### src/rtl/core/lfr_pkg.sv
// Shared constants and types for the layered Fresnel reflectance block.
// Used by lfr_div and layered_fresnel_reflectance; depends on nothing.
`default_nettype none

package lfr_pkg;

  // Default internal fraction width
  localparam int unsigned FRAC_BITS = 16;

  // Field and register widths
  localparam int unsigned Q16_W   = 17;
  localparam int unsigned IOR_W   = 15;
  localparam int unsigned COS_W   = 18;
  localparam int unsigned CFG_W   = 17;
  localparam int unsigned IDX_W   = 3;
  localparam int unsigned IN_TW   = 24;
  localparam int unsigned OUT_TW  = 56;

  // Fixed-point anchors
  localparam logic [Q16_W-1:0] Q16_ONE = 17'd65536;
  localparam logic [IOR_W-1:0] IOR_ONE = 15'd4096;

  // Register reset values
  localparam logic [Q16_W-1:0] RST_WEIGHT = 17'd65536;
  localparam logic [Q16_W-1:0] RST_COLOR  = 17'd52429;
  localparam logic [Q16_W-1:0] RST_METAL  = 17'd0;
  localparam logic [IOR_W-1:0] RST_IOR    = 15'd6144;
  localparam logic [Q16_W-1:0] RST_COAT   = 17'd0;

  // Configuration register indexes
  typedef enum logic [IDX_W-1:0] {
    REG_BASE_WEIGHT = 3'd0,
    REG_BASE_RED    = 3'd1,
    REG_BASE_GREEN  = 3'd2,
    REG_BASE_BLUE   = 3'd3,
    REG_METAL       = 3'd4,
    REG_SPEC_IOR    = 3'd5,
    REG_COAT_WEIGHT = 3'd6,
    REG_COAT_IOR    = 3'd7
  } cfg_reg_e;

  // Divider status toward the top level
  typedef struct packed {
    logic busy;
    logic done;
  } div_stat_t;

endpackage

`default_nettype wire

### src/rtl/core/lfr_div.sv
// Bit-serial restoring divider forming (n-1)/(n+1) for a Q3.12 index.
// Depends on lfr_pkg.
`default_nettype none

module lfr_div #(
  parameter int unsigned FRAC_BITS = lfr_pkg::FRAC_BITS
) (
  input  wire logic                          clk_i,
  input  wire logic                          rst_ni,
  input  wire logic                          start_i,
  input  wire logic [lfr_pkg::IOR_W-1:0]     ior_i,
  output lfr_pkg::div_stat_t                 stat_o,
  output logic [FRAC_BITS-1:0]               ratio_o
);

  localparam int unsigned DW  = 16 + FRAC_BITS;
  localparam int unsigned CW  = $clog2(DW + 1);
  localparam int unsigned RW  = 17;

  logic [lfr_pkg::IOR_W-1:0] n_cl;
  logic [15:0]               num, den;
  logic [DW-1:0]             dvd_init;
  logic [DW-1:0]             dvd_q, dvd_d;
  logic [DW-1:0]             quo_q, quo_d;
  logic [RW-1:0]             rem_q, rem_d, rem_sh;
  logic [15:0]               den_q, den_d;
  logic [CW-1:0]             cnt_q, cnt_d;
  logic                      busy_q, busy_d, done_q, done_d;
  logic [FRAC_BITS-1:0]      ratio_q, ratio_d;

  // Clamp the index and form numerator and denominator
  always_comb begin
    n_cl     = (ior_i < lfr_pkg::IOR_ONE) ? lfr_pkg::IOR_ONE : ior_i;
    num      = 16'(n_cl - lfr_pkg::IOR_ONE);
    den      = 16'(n_cl) + 16'(lfr_pkg::IOR_ONE);
    dvd_init = (DW'(num) << FRAC_BITS) + DW'(den >> 1);
  end

  // One quotient bit per cycle
  always_comb begin
    dvd_d   = dvd_q;
    quo_d   = quo_q;
    rem_d   = rem_q;
    den_d   = den_q;
    cnt_d   = cnt_q;
    busy_d  = busy_q;
    done_d  = 1'b0;
    ratio_d = ratio_q;
    rem_sh  = {rem_q[RW-2:0], dvd_q[DW-1]};
    if (start_i) begin
      dvd_d  = dvd_init;
      quo_d  = '0;
      rem_d  = '0;
      den_d  = den;
      cnt_d  = CW'(DW);
      busy_d = 1'b1;
    end else if (busy_q) begin
      dvd_d = {dvd_q[DW-2:0], 1'b0};
      if (rem_sh >= RW'(den_q)) begin
        rem_d = rem_sh - RW'(den_q);
        quo_d = {quo_q[DW-2:0], 1'b1};
      end else begin
        rem_d = rem_sh;
        quo_d = {quo_q[DW-2:0], 1'b0};
      end
      cnt_d = cnt_q - 1'b1;
      if (cnt_q == CW'(1)) begin
        busy_d  = 1'b0;
        done_d  = 1'b1;
        ratio_d = quo_d[FRAC_BITS-1:0];
      end
    end
  end

  always_ff @(posedge clk_i or negedge rst_ni) begin
    if (!rst_ni) begin
      busy_q <= 1'b0;
      done_q <= 1'b0;
      cnt_q  <= '0;
    end else begin
      busy_q <= busy_d;
      done_q <= done_d;
      cnt_q  <= cnt_d;
    end
  end

  always_ff @(posedge clk_i) begin
    dvd_q   <= dvd_d;
    quo_q   <= quo_d;
    rem_q   <= rem_d;
    den_q   <= den_d;
    ratio_q <= ratio_d;
  end

  assign stat_o.busy = busy_q;
  assign stat_o.done = done_q;
  assign ratio_o     = ratio_q;

  // Counter is zero whenever the divider is idle
  a_idle_cnt: assert property (@(posedge clk_i) disable iff (!rst_ni)
    !busy_q |-> cnt_q == '0) else $error("divider count live while idle");
  // Done follows the last busy cycle
  a_done: assert property (@(posedge clk_i) disable iff (!rst_ni)
    done_q |-> !busy_q) else $error("divider done while busy");
  // Start launches a run
  a_start: assert property (@(posedge clk_i) disable iff (!rst_ni)
    start_i |=> busy_q) else $error("divider did not start");

endmodule

`default_nettype wire

### config.mk
export PLATFORM = sky130hd
export DESIGN_NAME = lfr_div
export DESIGN_NICKNAME = d
export VERILOG_FILES = /design/src/rtl/core/lfr_pkg.sv /design/src/rtl/core/lfr_div.sv
export SDC_FILE = /design/constraint.sdc
export NUM_CORES = 1
export LEC_CHECK = 0
export BUFFER_PORTS_ARGS = -buffer_cell sky130_fd_sc_hd__buf_2
export CORE_MARGIN = 10
export CORE_UTILIZATION = 33
export DETAILED_ROUTE_END_ITERATION = 8
export PLACE_DENSITY = 0.59
export SLEW_MARGIN = 30
export SYNTH_ARGS = -nofsm -noshare
export SYNTH_HDL_FRONTEND = slang
export SYNTH_SLANG_ARGS = --single-unit
### constraint.sdc
create_clock -name clk_i -period 3.3 [get_ports clk_i]
set_input_delay 0.165 -clock clk_i [delete_from_list [all_inputs] [get_ports clk_i]]
set_output_delay 0.165 -clock clk_i [all_outputs]
set_load 0.01 [all_outputs]
# == Word-level counts from Yosys, hierarchy flattened ==
# Index checks and enable logic that the tools add are counted.
# totals
ff_bits,103
word_cells,32
inputBits,18
out_inout_bits,18
# op_classes
n_eq_ne,1
bitwise_logic,1
reduce_logical,2
n_addsub,5
order_cmp,2
mux,13
# op_table
cell,n
$mux W32,2
$add A32 B15 Y32,1
$ge A17 B16 Y1,1
$add A15 B13 Y16 const B,1
$mux W16,1
$sub A15 B13 Y16 const B,1
$sub A16 B16 Y16,1
$lt A15 B13 Y1 const B,1
$mux W15,1
$mux W6,2
$mux W1,7
$eq A6 B1 Y1 const B,1
$sub A6 B1 Y6 const B,1
$reduce_and A3 Y1,1
$reduce_bool A2 Y1,1
$not A1 Y1,1

# == Depth between registers and ports, before layout ==
# Gate-level depths: netlist of run 1.
# logic_depth
depth_word,5
ltp_mapped,11
ltp_nobuf,10

# == Worst setup path after synthesis of run 1 ==
# OpenSTA, ideal clock, no wires.
# synth_path
path_type,flip-flop to flip-flop
from,register busy_q
to,"register ratio_q[0] (netlist: ratio_o[0]), enable pin"
setup_time_ns,0.430
path_stages_with_launch,4
synth_period_minus_slack_ns,2.796
path_slack_ns,0.504
required_ns,2.870
t_arrival_ns,2.366
n_path_buf,1
path_cell_list,dfrtp_1 -> clkbuf_1 -> inv_1 -> nor4_1
# synth_between
elab_chain_cells,1
# synth_lines
item,line_no,source
"start, declared",lfr_div.sv:28,"logic busy_q, busy_d, done_q, done_d;"
"start signal, assigned",lfr_div.sv:81,busy_q <= busy_d;
$reduce_and A3 Y1 (no source line),n/a,
"end signal, assigned",lfr_div.sv:92,ratio_q <= ratio_d;
"end, declared",lfr_div.sv:29,"logic [FRAC_BITS-1:0] ratio_q, ratio_d;"
# No other way between the ends.
# A chain may end at the register's enable or synchronous reset.

# == Worst setup path after layout of run 1 ==
# layout_path
from,register den_q[1]
to,register rem_q[6]
# layout_between
elab_chain_cells,2
elab_cells_between_ends,3
cone_classes,add/sub: 1; order compare: 1; mux: 1
# layout_lines
item,line_no,source
"start, declared",lfr_div.sv:26,"logic [15:0] den_q, den_d;"
"start signal, assigned",lfr_div.sv:91,den_q <= den_d;
$sub A16 B16 Y16 or $ge A17 B16 Y1 (tied branches),"lfr_div.sv:60, lfr_div.sv:59",
$mux W16 (*),lfr_div.sv:59,if (rem_sh >= RW'(den_q)) begin
"end signal, assigned",lfr_div.sv:90,rem_q <= rem_d;
"end, declared",lfr_div.sv:25,"logic [RW-1:0] rem_q, rem_d, rem_sh;"
# Mark *: on every way between the ends. The rest lies on a longest branch, timed or not.

==> impl_table.tex, run 1 <==
\begin{tabular}{lr}
\hline
Metric & Value \\
\hline
\multicolumn{2}{l}{\textbf{Final layout}} \\
\quad Final Core Density & 38.3\% \\
\quad Final nets & 525 \\
\quad Layout cells sized above 1 & 13.0\% \\
\quad Number of antenna cells inserted & 0 \\
\quad Final std cell area, no fill & 5540 µm² \\
\quad Relative area change from synthesis to final layout & 14.0\% \\
\quad Number of standard cells in the layout, taps in and fillers out & 675 \\
\multicolumn{2}{l}{\textbf{Setup path}} \\
\quad Max stage delay cell, worst path & edfxtp\_1 \\
\quad Largest fanout of any net on the critical path & 20 \\
\quad Setup CP Type & flop to flop \\
\quad Slowest Stage Delay on Critical Path & 0.43 ns \\
\quad WP data required & 3.55 ns \\
\quad Startpoint types & flop \\
\quad Worst path cell trace & inv\_1, ha\_1, nor2b\_1, o31ai\_1, a31o\_1, a211o\_1, and2\_4, inv\_1, or3\_1, o211a\_1 \\
\quad Most common cell on crit path & inv\_1 \\
\quad Crit end category & flop \\
\quad Arrival time worst endpoint & 3.17 ns \\
\multicolumn{2}{l}{\textbf{Synthesis}} \\
\quad Synthesized area per cell & 10.7 µm² \\
\quad Net count after synthesis & 494 \\
\quad Number of synthesized register bits & 103 \\
\quad Summed instance area of the synthesized netlist & 4860 µm² \\
\quad Count of synthesis-stage warnings from yosys & 0 \\
\quad Number of enable flip-flop cells after synthesis & 64 \\
\quad Fraction of synthesis flops using an asynchronous set or reset pin & 7.77\% \\
\quad Cell count after synthesis & 455 \\
\quad Most used flip-flop cell after synthesis & edfxtp\_1 \\
\quad Distinct cell type count after synthesis & 54 \\
\quad Sequential fraction of the synthesis area & 56.4\% \\
\multicolumn{2}{l}{\textbf{STA}} \\
\quad Worst slack on hold paths & 0.123 ns \\
\quad Fraction of the cycle the final worst path needs & 88.7\% \\
\quad Aggregate negative setup slack & 0 ns \\
\quad Slew @ Worst Pin & 0.878 ns \\
\quad Endpoints failing setup & 0 \\
\quad RSZ-0062 raised after global routing & false \\
\quad Minimum clock period & 2.93 ns \\
\quad Setup WS post-layout & 0.373 ns \\
\quad F\_max & 342 MHz \\
\quad Worst-case headroom to the max-slew limit & 41.5\% \\
\quad Max Transition Viols Final & 0 \\
\quad Final hold violation count & 0 \\
\quad Clock skew after layout & 0.00677 ns \\
\multicolumn{2}{l}{\textbf{Routing}} \\
\quad Via count & 3,287 \\
\quad Drt total wl & 9680 µm \\
\quad DRT Pass-1 Iters & 4 \\
\quad Post-detailed-route count of antenna-violating nets & 0 \\
\quad DRT iter0 DRCs & 225 \\
\quad DR vias/cell & 4.87 \\
\quad Per-cell routed wire length & 14.3 µm \\
\quad Number of remaining DRC errors & 0 \\
\multicolumn{2}{l}{\textbf{Floorplanning}} \\
\quad Number of primary I/O pins & 36 \\
\quad Core region area & 14,500 µm² \\
\quad Die area & 20,000 µm² \\
\quad Number of placement rows & 44 \\
\quad Starting density of the core & 33.6\% \\
\quad Horiz. Die Dim & 141 µm \\
\quad Chip height & 141 µm \\
\multicolumn{2}{l}{\textbf{Power and ir drop}} \\
\quad Part of the power in combinational logic & 29.4\% \\
\quad Share of power burned in registers & 42.9\% \\
\quad Worst vdd rail ir drop & 0.000307 V \\
\quad Internal Dissipation & 2.72 mW \\
\quad PnR Total Power & 4.02 mW \\
\quad Net Switching & 1.30 mW \\
\quad Power density cells & 726 nW/µm² \\
\quad Clock power share & 27.7\% \\
\quad Sw Ratio & 32.4\% \\
\quad Standby leakage power & 2.42 nW \\
\multicolumn{2}{l}{\textbf{Placed design}} \\
\quad Detailed-placement wirelength estimate & 6880 µm \\
\quad Total of buffers placed on input and output ports & 35 \\
\quad Placed cell areas & 5210 µm² \\
\quad Routability congestion estimate & 0.851 \\
\quad Placed Cells incl. Taps & 658 \\
\quad Post-place setup slack & 0.411 ns \\
\multicolumn{2}{l}{\textbf{Worst hold path}} \\
\quad HP Class & input port to flop \\
\multicolumn{2}{l}{\textbf{Global routing}} \\
\quad Gr usage total & 9.94\% \\
\quad Pin count of the biggest net entering global routing & 53 \\
\quad Total congestion overflow after global routing & 0 \\
\quad Number of antenna violations at the first check in global routing & 0 \\
\quad Wire length of the first global-routing pass & 16,300 µm \\
\quad Number of global-route vias before repair & 3,341 \\
\multicolumn{2}{l}{\textbf{Clock network}} \\
\quad Hold-fix buffer count after cts & 1 \\
\quad Count of clock tree sinks & 103 \\
\quad Setup fix buffers added after clock tree synthesis & 0 \\
\quad Post-cts resize count & 0 \\
\quad Clock Root Buffer & clkbuf\_16 \\
\quad Worst skew pair latency & 0.35 ns \\
\quad Reg clk slew, reported paths & 0.07 ns \\
\quad Clock buffers created by TritonCTS & 9 \\
\quad H-tree depth & 3 \\
\quad Buffer levels on the longest clock path & 2 \\
\quad CTS tree & built \\
\multicolumn{2}{l}{\textbf{Run status}} \\
\quad Outcome & finished clean \\
\multicolumn{2}{l}{\textbf{Flow run}} \\
\quad Maxcap violations & 0 \\
\hline
\end{tabular}
[layout make-up]
type / instances / area, µm²
Clock inverter: 5 / 63.8
Fill cell: 1444 / 8930
Timing Repair Buffer: 41 / 223
Sequential cell: 103 / 2740
Inverter: 51 / 191
Tap cell: 184 / 230
Clock buffer: 11 / 254
Multi-Input combinational cell: 280 / 1840
[worst paths after layout]
check	cells past startpoint	endpoint	slack [ns]	startpoint
worst max-delay path	10	rem_q[6]	0.37	den_q[1]
worst min-delay path	2	den_q[3]	0.12	ior_i[3]
worst max register to register	10	rem_q[6]	0.37	den_q[1]
worst min register to register	0	ratio_o[15]	0.44	quo_q[14]
max in group asynchronous	2	cnt_q[2]	2.94	rst_ni
min in group asynchronous	2	cnt_q[1]	0.19	rst_ni
[cell families (layout without fill, tap and decap cells)]
logic type	after synthesis	in the layout	share of synthesized area [%]
AND/OR/NAND/NOR	134	134	12.9
flip-flops	103	103	56.4
AO/OA/AOI/OAI	92	92	12.7
buffers and inverters	72	108	5.97
adder cells (fa/ha/maj)	21	21	5.56
multiplexers	18	18	3.78
XOR/XNOR	15	15	2.70
[state kept, by name, indices dropped and copies added, names as in the netlist]
signal	flops
done_q	1
rem_q	16
busy_q	1
ratio_o	16
cnt_q	6
quo_q	15
den_q	16
dvd_q	32
[layout by cell type, fill, tap and decap left out, types with 13 or more instances in the layout]
master     n
nor2_1    47
edfxtp_1  64
o21ai_0   30
inv_1     50
nand3_1   13
a21oi_1   14
ha_1      20
buf_2     35
nand2_1   29
dfxtp_1   31
mux2i_1   15
[power by group through the flow]
stage               sequential [mW]  clock [mW]  combinational (mW)
finish                         1.73        1.11                1.18
global route                   1.75        1.20                1.34
CTS                            1.73        1.15                1.18
detailed placement             1.75           0                1.17
global placement               1.75           0                1.15
floorplan                      1.70           0               0.986
[synth_stat cells (2+ instances only)]
cell	instances	area (µm²)
a211o_1	4	35.0
nand2_1	29	109
a31oi_1	2	12.5
o21ai_0	30	150
clkbuf_1	14	52.6
a211oi_1	8	60.1
and3_1	3	18.8
o21a_1	4	30.0
nor2_1	48	180
nand3_1	13	65.1
o31ai_1	6	45.0
nor3_1	8	40.0
ha_1	20	250
and2_1	12	75.1
edfxtp_1	64	1920
inv_1	50	188
mux2i_1	15	150
o211ai_1	2	15.0
o211a_1	2	20.0
a21oi_1	14	70.1
nor4_1	5	31.3
xnor2_1	11	96.3
mux2_2	3	33.8
a21o_1	4	30.0
xor2_1	4	35.0
buf_4	3	22.5
a32oi_1	4	35.0
dfrtp_1	8	200
nand4_1	2	12.5
dfxtp_1	31	621
nor2b_1	3	18.8
or3_1	4	25.0
nand2b_1	3	18.8
buf_1	2	7.51
[per-layer routing]
layer / track usage, % / vias to the layer above / wire [µm]
met5: 0 / - / 0
met4: 3.82 / 0 / 163
met3: 3.24 / 12 / 418
met2: 15.5 / 52 / 4710
met1: 12.5 / 1560 / 4390
li1: - / 1663 / -
[critical path: cells and delay by family, from the launching register on]
kind            cells  cell delay, ns
buf+inv             2            0.34
simple gates        3            0.82
compound gates      4            1.00
fa+ha+maj           1            0.23
flops               1            0.43
(Power assumes the default switching activity.)
==> run 2, diff against run 1 <==
==> constraint.sdc (replaced) <==
create_clock -name clk_i -period 3.3 [get_ports clk_i]
set_input_delay 0.66 -clock clk_i [delete_from_list [all_inputs] [get_ports clk_i]]
set_output_delay 0.66 -clock clk_i [all_outputs]
set_load 0.01 [all_outputs]
==> run 2 against run 1 <==
Against the previous run:
- sequential cell count unchanged
- first-iteration DRC count down 11%
- combinational power barely moved
- die area did not move
- critical path type unchanged
==> impl_table.tex, run 2 (synthesis results as in run 1) <==
\begin{tabular}{lr}
\hline
Metric & Value \\
\hline
\multicolumn{2}{l}{\textbf{Routing}} \\
\quad Via count & 3,319 \\
\quad Drt total wl & 9640 µm \\
\quad DR vias/cell & 4.91 \\
\quad Number of remaining DRC errors & 0 \\
\quad DRT Pass-1 Iters & 4 \\
\quad DRT iter0 DRCs & 200 \\
\quad Post-detailed-route count of antenna-violating nets & 0 \\
\quad Per-cell routed wire length & 14.3 µm \\
\multicolumn{2}{l}{\textbf{Global routing}} \\
\quad Wire length of the first global-routing pass & 16,300 µm \\
\quad Number of antenna violations at the first check in global routing & 0 \\
\quad Gr usage total & 10.0\% \\
\quad Total congestion overflow after global routing & 0 \\
\quad Number of global-route vias before repair & 3,318 \\
\quad Pin count of the biggest net entering global routing & 85 \\
\multicolumn{2}{l}{\textbf{Placed design}} \\
\quad Routability congestion estimate & 0.868 \\
\quad Total of buffers placed on input and output ports & 35 \\
\quad Detailed-placement wirelength estimate & 6830 µm \\
\quad Placed cell areas & 5240 µm² \\
\quad Post-place setup slack & 0.564 ns \\
\multicolumn{2}{l}{\textbf{Clock network}} \\
\quad Clock Root Buffer & clkbuf\_16 \\
\quad Hold-fix buffer count after cts & 0 \\
\quad Setup fix buffers added after clock tree synthesis & 0 \\
\quad H-tree depth & 3 \\
\quad Clock buffers created by TritonCTS & 9 \\
\quad Post-cts resize count & 0 \\
\quad Buffer levels on the longest clock path & 2 \\
\quad Worst skew pair latency & 0.35 ns \\
\quad Count of clock tree sinks & 103 \\
\quad CTS tree & built \\
\quad Reg clk slew, reported paths & 0.07 ns \\
\multicolumn{2}{l}{\textbf{Final layout}} \\
\quad Final Core Density & 38.3\% \\
\quad Final std cell area, no fill & 5550 µm² \\
\quad Number of flip-flops under the largest register name & 32 \\
\quad Most used cells in the layout excluding fill and tap cells & edfxtp\_1, inv\_1, nor2\_1 \\
\quad Leading cell type in the layout, fill and taps excluded & edfxtp\_1 \\
\quad Final nets & 526 \\
\quad Relative area change from synthesis to final layout & 14.1\% \\
\quad Number of antenna cells inserted & 0 \\
\quad Layout cells sized above 1 & 13.2\% \\
\quad Largest Register & dvd\_q \\
\quad Filler Cells Inserted & 1,400 \\
\multicolumn{2}{l}{\textbf{Setup path}} \\
\quad WP data required & 3.55 ns \\
\quad Crit end category & flop \\
\quad Startpoint types & flop \\
\quad Arrival time worst endpoint & 3.03 ns \\
\quad Largest fanout of any net on the critical path & 20 \\
\quad Setup CP Type & flop to flop \\
\multicolumn{2}{l}{\textbf{STA}} \\
\quad Fraction of the cycle the final worst path needs & 84.0\% \\
\quad Minimum clock period & 2.77 ns \\
\quad Final hold violation count & 0 \\
\quad Max Transition Viols Final & 0 \\
\quad Slew @ Worst Pin & 0.688 ns \\
\quad Setup WS post-layout & 0.528 ns \\
\quad Endpoints failing setup & 0 \\
\quad RSZ-0062 raised after global routing & false \\
\quad Clock skew after layout & 0.0112 ns \\
\quad Aggregate negative setup slack & 0 ns \\
\quad F\_max & 361 MHz \\
\quad Worst-case headroom to the max-slew limit & 54.0\% \\
\multicolumn{2}{l}{\textbf{Power and ir drop}} \\
\quad Standby leakage power & 2.43 nW \\
\quad Power density cells & 726 nW/µm² \\
\quad Worst vdd rail ir drop & 0.000371 V \\
\multicolumn{2}{l}{\textbf{Floorplanning}} \\
\quad Chip height & 141 µm \\
\quad Core region area & 14,500 µm² \\
\quad Number of primary I/O pins & 36 \\
\quad Die area & 20,000 µm² \\
\quad Number of placement rows & 44 \\
\quad Starting density of the core & 33.6\% \\
\quad Horiz. Die Dim & 141 µm \\
\multicolumn{2}{l}{\textbf{Flow run}} \\
\quad Maxcap violations & 0 \\
\multicolumn{2}{l}{\textbf{Run status}} \\
\quad Outcome & finished clean \\
\multicolumn{2}{l}{\textbf{Worst hold path}} \\
\quad HP Class & input port to async pin \\
\hline
\end{tabular}
-- run 2: metrics by stage --
stage               hold slack, ns  instances  total power [mW]
floorplan                    0.364        455              2.69
global placement             0.418        660              2.92
detailed placement           0.421        660              2.95
CTS                          0.128        676              4.06
global route                 0.141        676              4.28
finish                       0.137        676              4.03
-- run 2: report_power, final --
part           leakage, nW  internal (mW)  switching [mW]
registers             1.01           1.58           0.144
clock network        0.154          0.632           0.461
logic                 1.27          0.509           0.696
total                 2.43           2.72            1.30
-- run 2: worst paths after layout --
path	startpoint	slack, ns	end	cells after the start
setup / recovery	den_q[1]	0.53	rem_q[6]	10
hold / removal	rst_ni	0.14	busy_q	1
setup reg to reg	den_q[1]	0.53	rem_q[6]	10
hold reg to reg	quo_q[14]	0.45	ratio_o[15]	0
max in group asynchronous	rst_ni	2.98	cnt_q[5]	1
min in group clk_i	quo_q[14]	0.45	ratio_o[15]	0
-- run 2: layout make-up --
cell class | instances | area [µm²] | area share (%)
multi-input cells | 280 | 1840 | 33.1
clock inverters | 4 | 50.0 | 0.902
flip-flops and latches | 103 | 2740 | 49.4
clock buffers | 12 | 256 | 4.62
repair buffers | 42 | 240 | 4.33
inverters | 51 | 191 | 3.45
well taps | 184 | 230 | 4.15
-- run 2: worst max-delay path, stage by stage, from the launching register on --
cell	delay, ns
edfxtp_1	0.41
inv_1	0.08
ha_1	0.23
nor2b_1	0.16
o31ai_1	0.44
a31o_1	0.27
a211o_1	0.18
and2_4	0.29
inv_1	0.18
or3_1	0.33
o211a_1	0.12
-- run 2: layer usage --
layer	up-vias	track usage (%)	share of wire [%]
li1	1665	-	-
met3	7	2.40	3.4
met4	0	4.68	1.5
met1	1587	12.9	48
met2	60	15.5	47
met5	-	0	0
